==> src/rtl/dbp3_pkg.sv <==
// dbp3_pkg: shared constants, register indexes and helpers for the depth back-projection block
// no dependencies; used by rtl/depth_backprojection_flip3.sv
// field widths are fixed by the stream format, size limits are parameter defaults

package dbp3_pkg;

    // default frame size limits
    localparam int MAX_WIDTH_DEF  = 4096;
    localparam int MAX_HEIGHT_DEF = 4096;

    // configuration port
    localparam int CFG_INDEX_W = 3;
    localparam int CFG_DATA_W  = 24;

    localparam logic [CFG_INDEX_W-1:0] REG_INV_FOCAL_X  = 3'd0;
    localparam logic [CFG_INDEX_W-1:0] REG_INV_FOCAL_Y  = 3'd1;
    localparam logic [CFG_INDEX_W-1:0] REG_CENTER_X     = 3'd2;
    localparam logic [CFG_INDEX_W-1:0] REG_CENTER_Y     = 3'd3;
    localparam logic [CFG_INDEX_W-1:0] REG_IMAGE_WIDTH  = 3'd4;
    localparam logic [CFG_INDEX_W-1:0] REG_IMAGE_HEIGHT = 3'd5;

    // register widths
    localparam int INV_W    = 24;
    localparam int CENTER_W = 20;
    localparam int SIZE_W   = 13;

    // register reset values
    localparam logic [INV_W-1:0]    INV_FOCAL_X_RST  = 24'd23252;
    localparam logic [INV_W-1:0]    INV_FOCAL_Y_RST  = 24'd23252;
    localparam logic [CENTER_W-1:0] CENTER_X_RST     = 20'd156047;
    localparam logic [CENTER_W-1:0] CENTER_Y_RST     = 20'd38363;
    localparam logic [SIZE_W-1:0]   IMAGE_WIDTH_RST  = 13'd1242;
    localparam logic [SIZE_W-1:0]   IMAGE_HEIGHT_RST = 13'd375;

    // item fields
    localparam int DEPTH_W = 16;
    localparam int NORM_W  = 16;
    localparam int POINT_W = 32;
    localparam int VARIANT_W = 2;
    localparam int S_TDATA_W = DEPTH_W + 3 * NORM_W;
    localparam int M_TDATA_W = 2 * POINT_W + DEPTH_W + 3 * NORM_W;

    // fraction bits dropped after the depth product, and the rounding half
    localparam int FRAC_W = 24;
    localparam logic [FRAC_W+DEPTH_W:0] ROUND_HALF = 41'h800000;

    // output variants
    localparam logic [VARIANT_W-1:0] VARIANT_ORIG      = 2'd0;
    localparam logic [VARIANT_W-1:0] VARIANT_MIRROR_LR = 2'd1;
    localparam logic [VARIANT_W-1:0] VARIANT_MIRROR_UD = 2'd2;

    // saturation bounds
    localparam logic [POINT_W-1:0] POINT_MAX = 32'h7FFF_FFFF;
    localparam logic [POINT_W-1:0] POINT_MIN = 32'h8000_0000;

    // negate a Q1.15 value, the most negative code saturates
    function automatic logic [NORM_W-1:0] neg_norm(input logic [NORM_W-1:0] v);
        logic [NORM_W-1:0] r;
        if (v == {1'b1, {(NORM_W-1){1'b0}}}) begin
            r = {1'b0, {(NORM_W-1){1'b1}}};
        end else begin
            r = ~v + NORM_W'(1);
        end
        return r;
    endfunction

endpackage

==> src/rtl/depth_backprojection_flip3.sv <==
// depth_backprojection_flip3: pinhole back-projection of depth pixels, with two mirrored copies
// depends on rtl/dbp3_pkg.sv
//
// usage
//   s_ channel: one pixel per item in raster order; s_tuser marks the first pixel of a
//   frame and clears the column and row counters before that pixel is used.
//   m_ channel: three points per pixel of nonzero depth, variant in m_tuser
//   (original, left-right mirror, up-down mirror); m_tlast flags the third point.
//   a zero-depth pixel only advances the counters and gives no item.
//   cfg_ port: write enable, register index, data; write only while idle.
// timing
//   every coordinate runs through one shared 24-bit multiplier in five steps
//   (setup, focal multiply, low depth multiply, high depth multiply with rounding of
//   the low part, sum and saturate), then an emit step loads the output register.
//   a zero-depth pixel leaves the sequencer idle. s_tready is low while a pixel is
//   being worked on.
//   a point waiting on m_tready stalls the sequencer before the next point is loaded,
//   while the following point is already computed behind the output register.
// reset
//   aresetn (synchronous, low) clears the counters, the sequencer and m_tvalid, and
//   loads the default camera registers.

module depth_backprojection_flip3 #(
    parameter int MAX_WIDTH  = dbp3_pkg::MAX_WIDTH_DEF,
    parameter int MAX_HEIGHT = dbp3_pkg::MAX_HEIGHT_DEF
) (
    input  logic                             aclk,
    input  logic                             aresetn,
    // configuration writes
    input  logic                             cfg_we,
    input  logic [dbp3_pkg::CFG_INDEX_W-1:0] cfg_index,
    input  logic [dbp3_pkg::CFG_DATA_W-1:0]  cfg_data,
    // pixel input
    input  logic                             s_tvalid,
    output logic                             s_tready,
    // s_tdata: depth_mm, norm_x_in, norm_y_in, norm_z_in
    input  logic [dbp3_pkg::S_TDATA_W-1:0]   s_tdata,
    // s_tuser: frame_start
    input  logic [0:0]                       s_tuser,
    // point output
    output logic                             m_tvalid,
    input  logic                             m_tready,
    // m_tdata: point_x, point_y, point_z, norm_x_out, norm_y_out, norm_z_out
    output logic [dbp3_pkg::M_TDATA_W-1:0]   m_tdata,
    // m_tuser: variant
    output logic [dbp3_pkg::VARIANT_W-1:0]   m_tuser,
    output logic                             m_tlast
);

    localparam int DEPTH_W  = dbp3_pkg::DEPTH_W;
    localparam int NORM_W   = dbp3_pkg::NORM_W;
    localparam int POINT_W  = dbp3_pkg::POINT_W;
    localparam int INV_W    = dbp3_pkg::INV_W;
    localparam int CENTER_W = dbp3_pkg::CENTER_W;
    localparam int SIZE_W   = dbp3_pkg::SIZE_W;
    localparam int FRAC_W   = dbp3_pkg::FRAC_W;

    // counter and position widths
    localparam int CW   = $clog2(MAX_WIDTH);
    localparam int RW   = $clog2(MAX_HEIGHT);
    localparam int MAXP = (MAX_WIDTH > MAX_HEIGHT) ? MAX_WIDTH : MAX_HEIGHT;
    localparam int PW   = $clog2(MAXP) + 1;
    localparam int SWW  = ($clog2(MAX_WIDTH + 1) > SIZE_W) ? $clog2(MAX_WIDTH + 1) : SIZE_W;
    localparam int SHW  = ($clog2(MAX_HEIGHT + 1) > SIZE_W) ? $clog2(MAX_HEIGHT + 1) : SIZE_W;
    // Q.8 offset from the principal point, and its magnitude
    localparam int DW   = ((PW + 8 > CENTER_W + 1) ? PW + 8 : CENTER_W + 1) + 1;
    // shared multiplier operands and product
    localparam int AW   = (DW > INV_W) ? DW : INV_W;
    localparam int PRW  = AW + INV_W;
    localparam int LOW  = FRAC_W + DEPTH_W;
    localparam int RRW  = DW + DEPTH_W + 1;

    typedef enum logic [2:0] {
        ST_IDLE,
        ST_SETUP,
        ST_MUL_INV,
        ST_MUL_LO,
        ST_MUL_HI,
        ST_FINISH,
        ST_EMIT
    } state_t;

    state_t state_reg;

    // configuration registers
    logic [INV_W-1:0]    inv_fx_reg, inv_fy_reg;
    logic [CENTER_W-1:0] cx_reg, cy_reg;
    logic [SIZE_W-1:0]   width_reg, height_reg;

    // raster counters
    logic [CW-1:0] col_reg;
    logic [RW-1:0] row_reg;

    // latched pixel
    logic [DEPTH_W-1:0]   depth_reg;
    logic [NORM_W-1:0]    nx_reg, ny_reg, nz_reg;
    logic signed [PW-1:0] col_pos_reg, row_pos_reg, col_mir_reg, row_mir_reg;

    // sequencer
    logic [dbp3_pkg::VARIANT_W-1:0] variant_reg;
    logic                           coord_y_reg;

    // datapath registers
    logic [DW-1:0]       mag_reg;
    logic                neg_reg;
    logic [PRW-1:0]      prod_reg;
    logic [DW-1:0]       hi_reg;
    logic [DEPTH_W:0]    frac_reg;
    logic [POINT_W-1:0]  x_res_reg, y_res_reg;

    // output registers
    logic                           m_valid_reg;
    logic [POINT_W-1:0]             out_x_reg, out_y_reg;
    logic [DEPTH_W-1:0]             out_z_reg;
    logic [NORM_W-1:0]              out_nx_reg, out_ny_reg, out_nz_reg;
    logic [dbp3_pkg::VARIANT_W-1:0] out_var_reg;
    logic                           out_last_reg;

    // effective frame size
    logic [SWW-1:0] w_eff;
    logic [SHW-1:0] h_eff;

    always_comb begin
        if (width_reg == '0) begin
            w_eff = SWW'(1);
        end else if (SWW'(width_reg) > SWW'(MAX_WIDTH)) begin
            w_eff = SWW'(MAX_WIDTH);
        end else begin
            w_eff = SWW'(width_reg);
        end
        if (height_reg == '0) begin
            h_eff = SHW'(1);
        end else if (SHW'(height_reg) > SHW'(MAX_HEIGHT)) begin
            h_eff = SHW'(MAX_HEIGHT);
        end else begin
            h_eff = SHW'(height_reg);
        end
    end

    // position of the incoming pixel and the counter advance
    logic                 in_accept;
    logic [CW-1:0]        cur_col;
    logic [RW-1:0]        cur_row;
    logic [RW:0]          row_inc;
    logic [CW-1:0]        col_next;
    logic [RW-1:0]        row_next;
    logic signed [PW-1:0] col_mir, row_mir;

    assign in_accept = s_tvalid && s_tready;
    assign s_tready  = (state_reg == ST_IDLE);

    always_comb begin
        cur_col = s_tuser[0] ? '0 : col_reg;
        cur_row = s_tuser[0] ? '0 : row_reg;
        row_inc = (RW + 1)'(cur_row) + (RW + 1)'(1);
        if (SWW'(cur_col) + SWW'(1) >= w_eff) begin
            col_next = '0;
            if (row_inc == (RW + 1)'(MAX_HEIGHT)) begin
                row_next = '0;
            end else begin
                row_next = row_inc[RW-1:0];
            end
        end else begin
            col_next = cur_col + CW'(1);
            row_next = cur_row;
        end
        col_mir = $signed(PW'(w_eff) - PW'(1) - PW'(cur_col));
        row_mir = $signed(PW'(h_eff) - PW'(1) - PW'(cur_row));
    end

    // offset from the principal point for the current variant and coordinate
    logic signed [PW-1:0] pos_sel;
    logic [CENTER_W-1:0]  center_sel;
    logic [INV_W-1:0]     inv_sel;
    logic signed [DW-1:0] offset;

    always_comb begin
        if (coord_y_reg) begin
            pos_sel    = (variant_reg == dbp3_pkg::VARIANT_MIRROR_UD) ? row_mir_reg : row_pos_reg;
            center_sel = cy_reg;
            inv_sel    = inv_fy_reg;
        end else begin
            pos_sel    = (variant_reg == dbp3_pkg::VARIANT_MIRROR_LR) ? col_mir_reg : col_pos_reg;
            center_sel = cx_reg;
            inv_sel    = inv_fx_reg;
        end
        offset = (DW'(pos_sel) <<< 8) - $signed(DW'(center_sel));
    end

    // shared multiplier
    logic [AW-1:0]    mul_a;
    logic [INV_W-1:0] mul_b;
    logic [PRW-1:0]   mul_p;

    always_comb begin
        case (state_reg)
            ST_MUL_INV: begin
                mul_a = AW'(mag_reg);
                mul_b = inv_sel;
            end
            ST_MUL_LO: begin
                mul_a = AW'(prod_reg[FRAC_W-1:0]);
                mul_b = INV_W'(depth_reg);
            end
            ST_MUL_HI: begin
                mul_a = AW'(hi_reg);
                mul_b = INV_W'(depth_reg);
            end
            default: begin
                mul_a = '0;
                mul_b = '0;
            end
        endcase
        mul_p = PRW'(mul_a) * PRW'(mul_b);
    end

    // rounding of the low part, and final sum with saturation
    logic [LOW:0]       lo_round;
    logic [RRW-1:0]     mag_sum;
    logic [POINT_W-1:0] point_sat;

    always_comb begin
        lo_round = {1'b0, prod_reg[LOW-1:0]} + dbp3_pkg::ROUND_HALF;
        mag_sum  = RRW'(prod_reg[DW+DEPTH_W-1:0]) + RRW'(frac_reg);
        if (neg_reg) begin
            if (mag_sum > RRW'(dbp3_pkg::POINT_MIN)) begin
                point_sat = dbp3_pkg::POINT_MIN;
            end else begin
                point_sat = ~mag_sum[POINT_W-1:0] + POINT_W'(1);
            end
        end else begin
            if (mag_sum > RRW'(dbp3_pkg::POINT_MAX)) begin
                point_sat = dbp3_pkg::POINT_MAX;
            end else begin
                point_sat = mag_sum[POINT_W-1:0];
            end
        end
    end

    logic out_free;
    assign out_free = !m_valid_reg || m_tready;

    // sequencer, datapath and output registers
    always_ff @(posedge aclk) begin
        if (!aresetn) begin
            state_reg   <= ST_IDLE;
            col_reg     <= '0;
            row_reg     <= '0;
            variant_reg <= dbp3_pkg::VARIANT_ORIG;
            coord_y_reg <= 1'b0;
            m_valid_reg <= 1'b0;
            inv_fx_reg  <= dbp3_pkg::INV_FOCAL_X_RST;
            inv_fy_reg  <= dbp3_pkg::INV_FOCAL_Y_RST;
            cx_reg      <= dbp3_pkg::CENTER_X_RST;
            cy_reg      <= dbp3_pkg::CENTER_Y_RST;
            width_reg   <= dbp3_pkg::IMAGE_WIDTH_RST;
            height_reg  <= dbp3_pkg::IMAGE_HEIGHT_RST;
        end else begin
            // configuration writes
            if (cfg_we) begin
                case (cfg_index)
                    dbp3_pkg::REG_INV_FOCAL_X:  inv_fx_reg <= cfg_data[INV_W-1:0];
                    dbp3_pkg::REG_INV_FOCAL_Y:  inv_fy_reg <= cfg_data[INV_W-1:0];
                    dbp3_pkg::REG_CENTER_X:     cx_reg     <= cfg_data[CENTER_W-1:0];
                    dbp3_pkg::REG_CENTER_Y:     cy_reg     <= cfg_data[CENTER_W-1:0];
                    dbp3_pkg::REG_IMAGE_WIDTH:  width_reg  <= cfg_data[SIZE_W-1:0];
                    dbp3_pkg::REG_IMAGE_HEIGHT: height_reg <= cfg_data[SIZE_W-1:0];
                    default: ;
                endcase
            end

            // output register drains, the emit step reloads it on its own
            if (m_valid_reg && m_tready && state_reg != ST_EMIT) begin
                m_valid_reg <= 1'b0;
            end

            case (state_reg)
                ST_IDLE: begin
                    if (in_accept) begin
                        col_reg     <= col_next;
                        row_reg     <= row_next;
                        depth_reg   <= s_tdata[DEPTH_W-1:0];
                        nx_reg      <= s_tdata[DEPTH_W +: NORM_W];
                        ny_reg      <= s_tdata[DEPTH_W + NORM_W +: NORM_W];
                        nz_reg      <= s_tdata[DEPTH_W + 2 * NORM_W +: NORM_W];
                        col_pos_reg <= $signed(PW'(cur_col));
                        row_pos_reg <= $signed(PW'(cur_row));
                        col_mir_reg <= col_mir;
                        row_mir_reg <= row_mir;
                        variant_reg <= dbp3_pkg::VARIANT_ORIG;
                        coord_y_reg <= 1'b0;
                        if (s_tdata[DEPTH_W-1:0] != '0) begin
                            state_reg <= ST_SETUP;
                        end
                    end
                end
                ST_SETUP: begin
                    neg_reg   <= offset[DW-1];
                    mag_reg   <= offset[DW-1] ? DW'(-offset) : DW'(offset);
                    state_reg <= ST_MUL_INV;
                end
                ST_MUL_INV: begin
                    prod_reg  <= mul_p;
                    state_reg <= ST_MUL_LO;
                end
                ST_MUL_LO: begin
                    hi_reg    <= prod_reg[FRAC_W +: DW];
                    prod_reg  <= mul_p;
                    state_reg <= ST_MUL_HI;
                end
                ST_MUL_HI: begin
                    frac_reg  <= lo_round[LOW:FRAC_W];
                    prod_reg  <= mul_p;
                    state_reg <= ST_FINISH;
                end
                ST_FINISH: begin
                    if (coord_y_reg) begin
                        y_res_reg <= point_sat;
                        state_reg <= ST_EMIT;
                    end else begin
                        x_res_reg   <= point_sat;
                        coord_y_reg <= 1'b1;
                        state_reg   <= ST_SETUP;
                    end
                end
                ST_EMIT: begin
                    if (out_free) begin
                        m_valid_reg  <= 1'b1;
                        out_x_reg    <= x_res_reg;
                        out_y_reg    <= y_res_reg;
                        out_z_reg    <= depth_reg;
                        out_nx_reg   <= (variant_reg == dbp3_pkg::VARIANT_MIRROR_LR) ?
                                        dbp3_pkg::neg_norm(nx_reg) : nx_reg;
                        out_ny_reg   <= (variant_reg == dbp3_pkg::VARIANT_MIRROR_UD) ?
                                        dbp3_pkg::neg_norm(ny_reg) : ny_reg;
                        out_nz_reg   <= nz_reg;
                        out_var_reg  <= variant_reg;
                        out_last_reg <= (variant_reg == dbp3_pkg::VARIANT_MIRROR_UD);
                        coord_y_reg  <= 1'b0;
                        if (variant_reg == dbp3_pkg::VARIANT_MIRROR_UD) begin
                            state_reg <= ST_IDLE;
                        end else begin
                            variant_reg <= variant_reg + dbp3_pkg::VARIANT_W'(1);
                            state_reg   <= ST_SETUP;
                        end
                    end
                end
                default: begin
                    state_reg <= ST_IDLE;
                end
            endcase
        end
    end

    // output channel
    assign m_tvalid = m_valid_reg;
    assign m_tdata  = {out_nz_reg, out_ny_reg, out_nx_reg, out_z_reg, out_y_reg, out_x_reg};
    assign m_tuser  = out_var_reg;
    assign m_tlast  = out_last_reg;

endmodule

==> config.mk <==
export PLATFORM = sky130hd
export DESIGN_NAME = depth_backprojection_flip3
export DESIGN_NICKNAME = d
export VERILOG_FILES = /design/src/rtl/dbp3_pkg.sv /design/src/rtl/depth_backprojection_flip3.sv
export SDC_FILE = /design/constraint.sdc
export NUM_CORES = 2
export LEC_CHECK = 0
export CORE_MARGIN = 5
export CORE_UTILIZATION = 65
export CTS_BUF_LIST = sky130_fd_sc_hd__clkbuf_8
export CTS_CLUSTER_DIAMETER = 50
export CTS_CLUSTER_SIZE = 24
export DETAILED_ROUTE_END_ITERATION = 12
export DONT_BUFFER_PORTS = 1
export GPL_TIMING_DRIVEN = 0
export PLACE_DENSITY_LB_ADDON = 0.12
export RECOVER_POWER = 25
export SKIP_LAST_GASP = 1
export SYNTH_ARGS = -nofsm -noshare
export SYNTH_HDL_FRONTEND = slang
export SYNTH_SLANG_ARGS = --single-unit
export TNS_END_PERCENT = 100
==> constraint.sdc <==
create_clock -name aclk -period 19.35 [get_ports aclk]
set_input_delay 3.87 -clock aclk [delete_from_list [all_inputs] [get_ports aclk]]
set_output_delay 3.87 -clock aclk [all_outputs]
set_load 0.02 [all_outputs]
# --- After elaboration in Yosys (flattened, before gate mapping) ---
# Cells that the tools add are included.
word_totals:
  in_bits: 97
  elab_cells: 154
  output_inout_bits: 133
  register_bits: 562
op_classes:
  bitwise: 4
  order_cmp: 5
  multipliers: 1
  n_reduce_logical: 32
  n_addsub: 15
  eq_ne: 21
  mux: 40
op_table:
  columns: ["operator", "n"]
  rows:
  - ["2-to-1 mux 32 bit", 3]
  - ["2-to-1 mux 13 bit", 7]
  - ["case mux 24 bit (3 select lines)", 1]
  - ["2-to-1 mux 16 bit", 4]
  - ["2-to-1 mux 12 bit", 5]
  - ["case mux 24 bit (2 select lines)", 1]
  - ["multiplier 24 x 24 -> 46 bit", 1]
  - ["adder 40 x 24 -> 41 bit, second input constant", 1]
  - ["adder 38 x 17 -> 39 bit", 1]
  - ["greater-than comparator 39 x 31 -> 1 bit, second input constant", 1]
  - ["greater-than comparator 39 x 32 -> 1 bit, second input constant", 1]
  - ["adder 16 x 1 -> 16 bit, second input constant", 2]
  - ["adder 32 x 1 -> 32 bit, second input constant", 1]
  - ["== test 16 bit, second input constant", 2]
  - ["NOT 16 bit", 2]
  - ["NOT 32 bit", 1]
  - ["adder 12 x 1 -> 13 bit, second input constant", 2]
  - ["greater-than comparator 13 bit, second input constant", 2]
  - ["zero test 13 bit", 2]
  - ["subtractor 13 x 1 -> 13 bit, second input constant", 2]
  - ["subtractor 13 x 12 -> 13 bit", 2]
  - ["2-to-1 mux 24 bit", 1]
  - ["negation 22 bit", 1]
  - ["AND reduction 2 bit", 11]
  - ["33 further kinds", 61]

# --- Longest topological paths before layout ---
logic_depth:
  word_depth: 6
  depth_mapped: 36
  depth_no_buf: 32

# --- Worst setup path before layout ---
# No wires, ideal clock.
synth_timing:
  path_kind: "input port to flip-flop"
  startpoint: "input port aresetn"
  endpoint: "register out_last_reg (netlist: m_tlast), enable pin"
  stages: 4
  n_path_buf: 2
  setup_time_ns: 0.623
  arrival_time_ns: 9.923
  slack_ns: 8.805
  required_time_ns: 18.727
  path_cell_list: "clkbuf_1 -> clkbuf_1 -> nand2_1 -> nor2_1"
synth_via:
  elab_chain_cells: 1
synth_rtl:
  columns: ["item", "line_no", "rtl"]
  rows:
  - ["start: declaration", "depth_backprojection_flip3.sv:28", "input logic aresetn,"]
  - ["AND reduction 3 bit (no line)", null, null]
  - ["end signal: assignment", "depth_backprojection_flip3.sv:338", "out_last_reg <= (variant_reg == dbp3_pkg::VARIANT_MIRROR_UD);"]
  - ["end: declaration", "depth_backprojection_flip3.sv:117", "logic out_last_reg;"]
# No other way between the ends.
# A chain may end at the register's enable or synchronous reset.

# --- Final worst setup path ---
layout_timing:
  startpoint: "register coord_y_reg"
  endpoint: "register prod_reg[45] (data pin)"
layout_via:
  elab_chain_cells: 3
layout_rtl:
  columns: ["item", "line_no", "rtl"]
  rows:
  - ["start: declaration", "depth_backprojection_flip3.sv:101", "logic coord_y_reg;"]
  - ["start signal: assignment", "depth_backprojection_flip3.sv:250", "coord_y_reg <= 1'b0;"]
  - ["start signal: assignment", "depth_backprojection_flip3.sv:291", "coord_y_reg <= 1'b0;"]
  - ["start signal: assignment", "depth_backprojection_flip3.sv:322", "coord_y_reg <= 1'b1;"]
  - ["2-to-1 mux 24 bit", "depth_backprojection_flip3.sv:178", "if (coord_y_reg) begin"]
  - ["case mux 24 bit (2 select lines)", "depth_backprojection_flip3.sv:196", "case (state_reg)"]
  - ["multiplier 24 x 24 -> 46 bit", "depth_backprojection_flip3.sv:214", "mul_p = PRW'(mul_a) * PRW'(mul_b);"]
  - ["named net mul_p[45]", "depth_backprojection_flip3.sv:193", "logic [PRW-1:0] mul_p;"]
  - ["end signal: assignment", "depth_backprojection_flip3.sv:303", "prod_reg <= mul_p;"]
  - ["end signal: assignment", "depth_backprojection_flip3.sv:308", "prod_reg <= mul_p;"]
  - ["end signal: assignment", "depth_backprojection_flip3.sv:313", "prod_reg <= mul_p;"]
  - ["end: declaration", "depth_backprojection_flip3.sv:106", "logic [PRW-1:0] prod_reg;"]
# The timed path passes the listed nets, and every way through them passes these cells.

==> results by stage <==
Setup path:
- At the worst endpoint, the required time is approximately 20 ns.
- The kind of launch point of the worst setup path is a flip-flop.
- The worst setup path category is flip-flop to flip-flop.
- The highest-delay cell along the critical path is o21ai_0.
- The cell seen most often among critical-path stages is fa_1.
- The critical path capture point type is a flip-flop.
- For the worst setup path, the data arrival time is between 10 and 15 ns.
- The largest single stage delay on the critical path is roughly 0.88 ns.
- Of all nets on the critical path, the largest fanout is 10.

Placement:
- The count of placed standard cells including taps is about 5500.
- Detailed placement ended at an HPWL of ~100000 µm.
- The number of buffers inserted by port buffering is 0.
- The worst-case setup slack after placement is ~8.0 ns.
- Routability-driven placement finished with a final weighted congestion of roughly 1.0.

STA:
- The post-route fraction of the period consumed by the critical path is approximately three fifths.
- Setup repair after global routing left no endpoint under its margin.
- On the final layout, the worst clock skew is roughly 0.10 ns.
- The setup slack of the critical path after layout is approximately 7.4 ns.
- The count of final hold-check violations is 0.
- The final setup TNS is 0 ns.
- The max-slew violation total from the final report is 0.
- The count of endpoints failing setup in the final report is 0.
- The worst pin sits at a relative slew slack of under 10%.
- For the pin with the worst max-slew slack, the measured transition is 1.37 ns.
- The post-layout minimum cycle time is 11.98 ns.
- Based on the critical path, the design can be clocked at up to approximately 83 MHz.

Drt:
- In the routed design, unresolved DRC markers number 0.
- The wire length on met1 is 50500 µm.
- The via density per instance is between 5 and 6.
- The detailed router finished its first iteration with between 3000 and 4000 violations.
- After detailed routing, the total wire length is 129000 µm.
- Summed over all nets, wire length on met2 after detailed routing comes to roughly 58000 µm.
- The detailed-routed wire length on met3 is approximately 15000 µm.
- The detail route stage leaves a number of antenna-violating nets equal to 0.
- The top layer used by detailed routing is met5.
- The vias after detailed routing is around 33000.
- The final routed wire length divided by cell count is 23.1 µm.
- The number of search-and-repair iterations in the first detailed-routing pass is 8.

Logic synthesis:
- Synthesis produced a netlist whose cell count is around 4600.
- Counting flops and latches in the post-synthesis netlist gives between 500 and 600.
- The sequential element share of the synthesized area is between 30% and 40%.
- Among all flip-flop cells after synthesis, the most frequent one is edfxtp_1.
- For this run, asynchronously set or reset flops after synthesis account for 0%.
- The multiplexer share of the synthesized area is under 10%.
- The adder-cell share of the synthesized area is roughly 28%.
- The combinational family with the most area after synthesis is adder cells.
- The count of flip-flops with a built-in enable after synthesis is approximately 420.
- The netlist uses 80 different library cells.
- The synthesized netlist devotes 9.53% of its cell area to compound gates.
- The XOR/XNOR share of the synthesized area is 3.37%.
- The synthesized netlist occupies a cell area of roughly 45000 µm².
- The simple logic cell fraction of the synthesized area is between 10% and 20%.
- Averaged over all synthesized cells, the footprint is a little under 10 µm².
- During synthesis, Yosys emitted a total of 0 warnings.

Layout:
- Of the cells placed in the final design, the portion with a size suffix greater than 1 is under 10%.
- The final layout contains about 5500 nets.
- The flip-flop count of the largest register, all copies and words added is between 40 and 50.
- The signed area change from the synthesized netlist to the final layout is 6.57%.
- The library cell used most frequently in the layout, excluding fill and tap cells, is nand2_1.
- The library cells used most frequently in the layout, excluding fill and tap cells, are nand2_1, inv_1, fa_1.
- The count of cells in the finished layout, fillers not included, comes to approximately 5600.

CTS:
- In this run the post-CTS setup repair buffer count came out at 0.
- The H-tree depth is 2.
- The CTS tree is yes.
- After clock tree synthesis, the clock-pin slew on the worst setup and hold paths is between 0.1 and 0.15 ns.
- Gates resized during post-CTS repair numbered 0.
- The root buffer cell is clkbuf_8.
- The later pin in the worst-skew pair is clocked with a latency of between 0.7 and 0.8 ns.
- No sink is reached through more buffers than the 3 on the longest clock path.
- Buffers inserted to repair hold after CTS numbered 0.
- The TritonCTS sink count is 562.
- The number of buffers added by the clock tree synthesis step is between 50 and 60.

GRT:
- The initial antenna violation count was 3.
- The pin count of the biggest net entering global routing is 43.
- The first-pass GRT wire length is around 200000 µm.
- The total overflow left after global routing is 0.
- Across every metal layer, demand over resource in global routing totals a little over a third.
- The via count of the first global-routing pass is approximately 33000.

Hold path:
- The class of the tightest hold or removal check is flip-flop to flip-flop.

Pwr:
- The worst voltage drop across the vdd grid is 64.0 µV.
- In this run the power density over the cells is between 60 and 70 nW/µm².
- The reported leakage power is between 0.015 and 0.02 µW.

Outcome:
- The run finished with clean final reports.

Floorplan:
- The floorplan step defined a core boundary enclosing 68300 µm².
- The die covers roughly 74000 µm².
- The floorplan has 96 rows.
- The die span in x is 272 µm.
- The number of primary I/O pins is 230.
- The starting utilization of the core area is about two thirds.
- The height of the die is around 270 µm.

Run:
- The tool flagged a number of max-cap violations equal to 0.
-- cell families after synthesis --
logic type	count (synthesis)
fa+ha+maj	722
simple gates	1513
other cells	2
buf+inv	861
xor+xnor	172
mux	84
compound gates	643
flops	562
-- layer usage --
layer  vias to the layer above  global-route usage, %
li1                      15000                      -
met1                     16200                   47.8
met2                      1734                   54.1
met3                       342                   9.64
met4                         2                   12.3
met5                         -                      0
-- area by class of cell --
cell class	count	area [µm²]
antenna	2	5.00
buffer	201	788
clock buffer	55	757
clock inverter	48	723
fill	5252	20800
inverter	660	2480
multi-input combinational	3147	26000
sequential	562	15400
tap	882	1100
timing repair buffer	18	268
-- cell usage after synthesis (all sizes together) (14+ instances only) --
cell type,instances,share of area [%]
a211oi,30,0.52
a21boi,83,1.4
a21o,45,0.76
a21oi,125,1.4
a2bb2oi,21,0.44
a31oi,16,0.24
and2,49,0.69
and3,39,0.55
buf,29,0.32
clkbuf,172,1.4
dfxtp,145,6.5
edfxtp,417,28
fa,484,22
ha,238,6.7
inv,660,5.5
mux2i,77,1.7
nand2,775,6.5
nand2b,27,0.38
nand3,99,1.1
nor2,324,2.7
nor2b,54,0.76
nor3,44,0.49
nor4,22,0.38
o211ai,14,0.24
o21a,55,0.92
o21ai,150,1.7
o21bai,14,0.24
o31ai,16,0.27
or3,20,0.28
xnor2,102,2.0
xor2,70,1.4
-- power by group --
| group | total (µW) | switching, µW | internal [µW] | leakage, µW |
|---|---|---|---|---|
| Clock | 925 | 524 | 401 | 0.000743 |
| Combinational | 961 | 670 | 290 | 0.0141 |
| Sequential | 1410 | 47.3 | 1360 | 0.00497 |
| Total | 3300 | 1240 | 2060 | 0.0198 |
-- critical path: cells and delay by family, from the launching register on --
family                   cells  cell delay [ns]
AO/OA/AOI/OAI                8             3.12
XOR/XNOR                     1             0.40
adder cells (fa/ha/maj)      8             4.17
buffers and inverters       10             2.91
flip-flops                   1             0.32
multiplexers                 1             0.25
AND/OR/NAND/NOR              3             0.53
-- per-stage QoR --
| step | util (%) | area, µm² | hold WS (ns) | total power (µW) |
|---|---|---|---|---|
| floorplan | - | 44700 | 0.400 | 2030 |
| global placement | 67.0 | 45800 | 0.400 | 2350 |
| detailed placement | 67.4 | 46100 | 0.405 | 2370 |
| CTS | 69.6 | 47600 | 0.365 | 3280 |
| global route | 69.6 | 47600 | 0.363 | 3440 |
| finish | 69.6 | 47600 | 0.367 | 3300 |
-- worst paths after layout --
path	cells after the start	endpoint	slack [ns]	startpoint
max	31	prod_reg[45]$_DFFE_PP_	7.37	coord_y_reg$_SDFFE_PN0P_
min	0	out_nz_reg[5]$_DFFE_PP_	0.37	nz_reg[5]$_DFFE_PP_
max reg2reg	31	prod_reg[45]$_DFFE_PP_	7.37	coord_y_reg$_SDFFE_PN0P_
min reg2reg	0	out_nz_reg[5]$_DFFE_PP_	0.37	nz_reg[5]$_DFFE_PP_
Power figures use the tool's default switching activity.
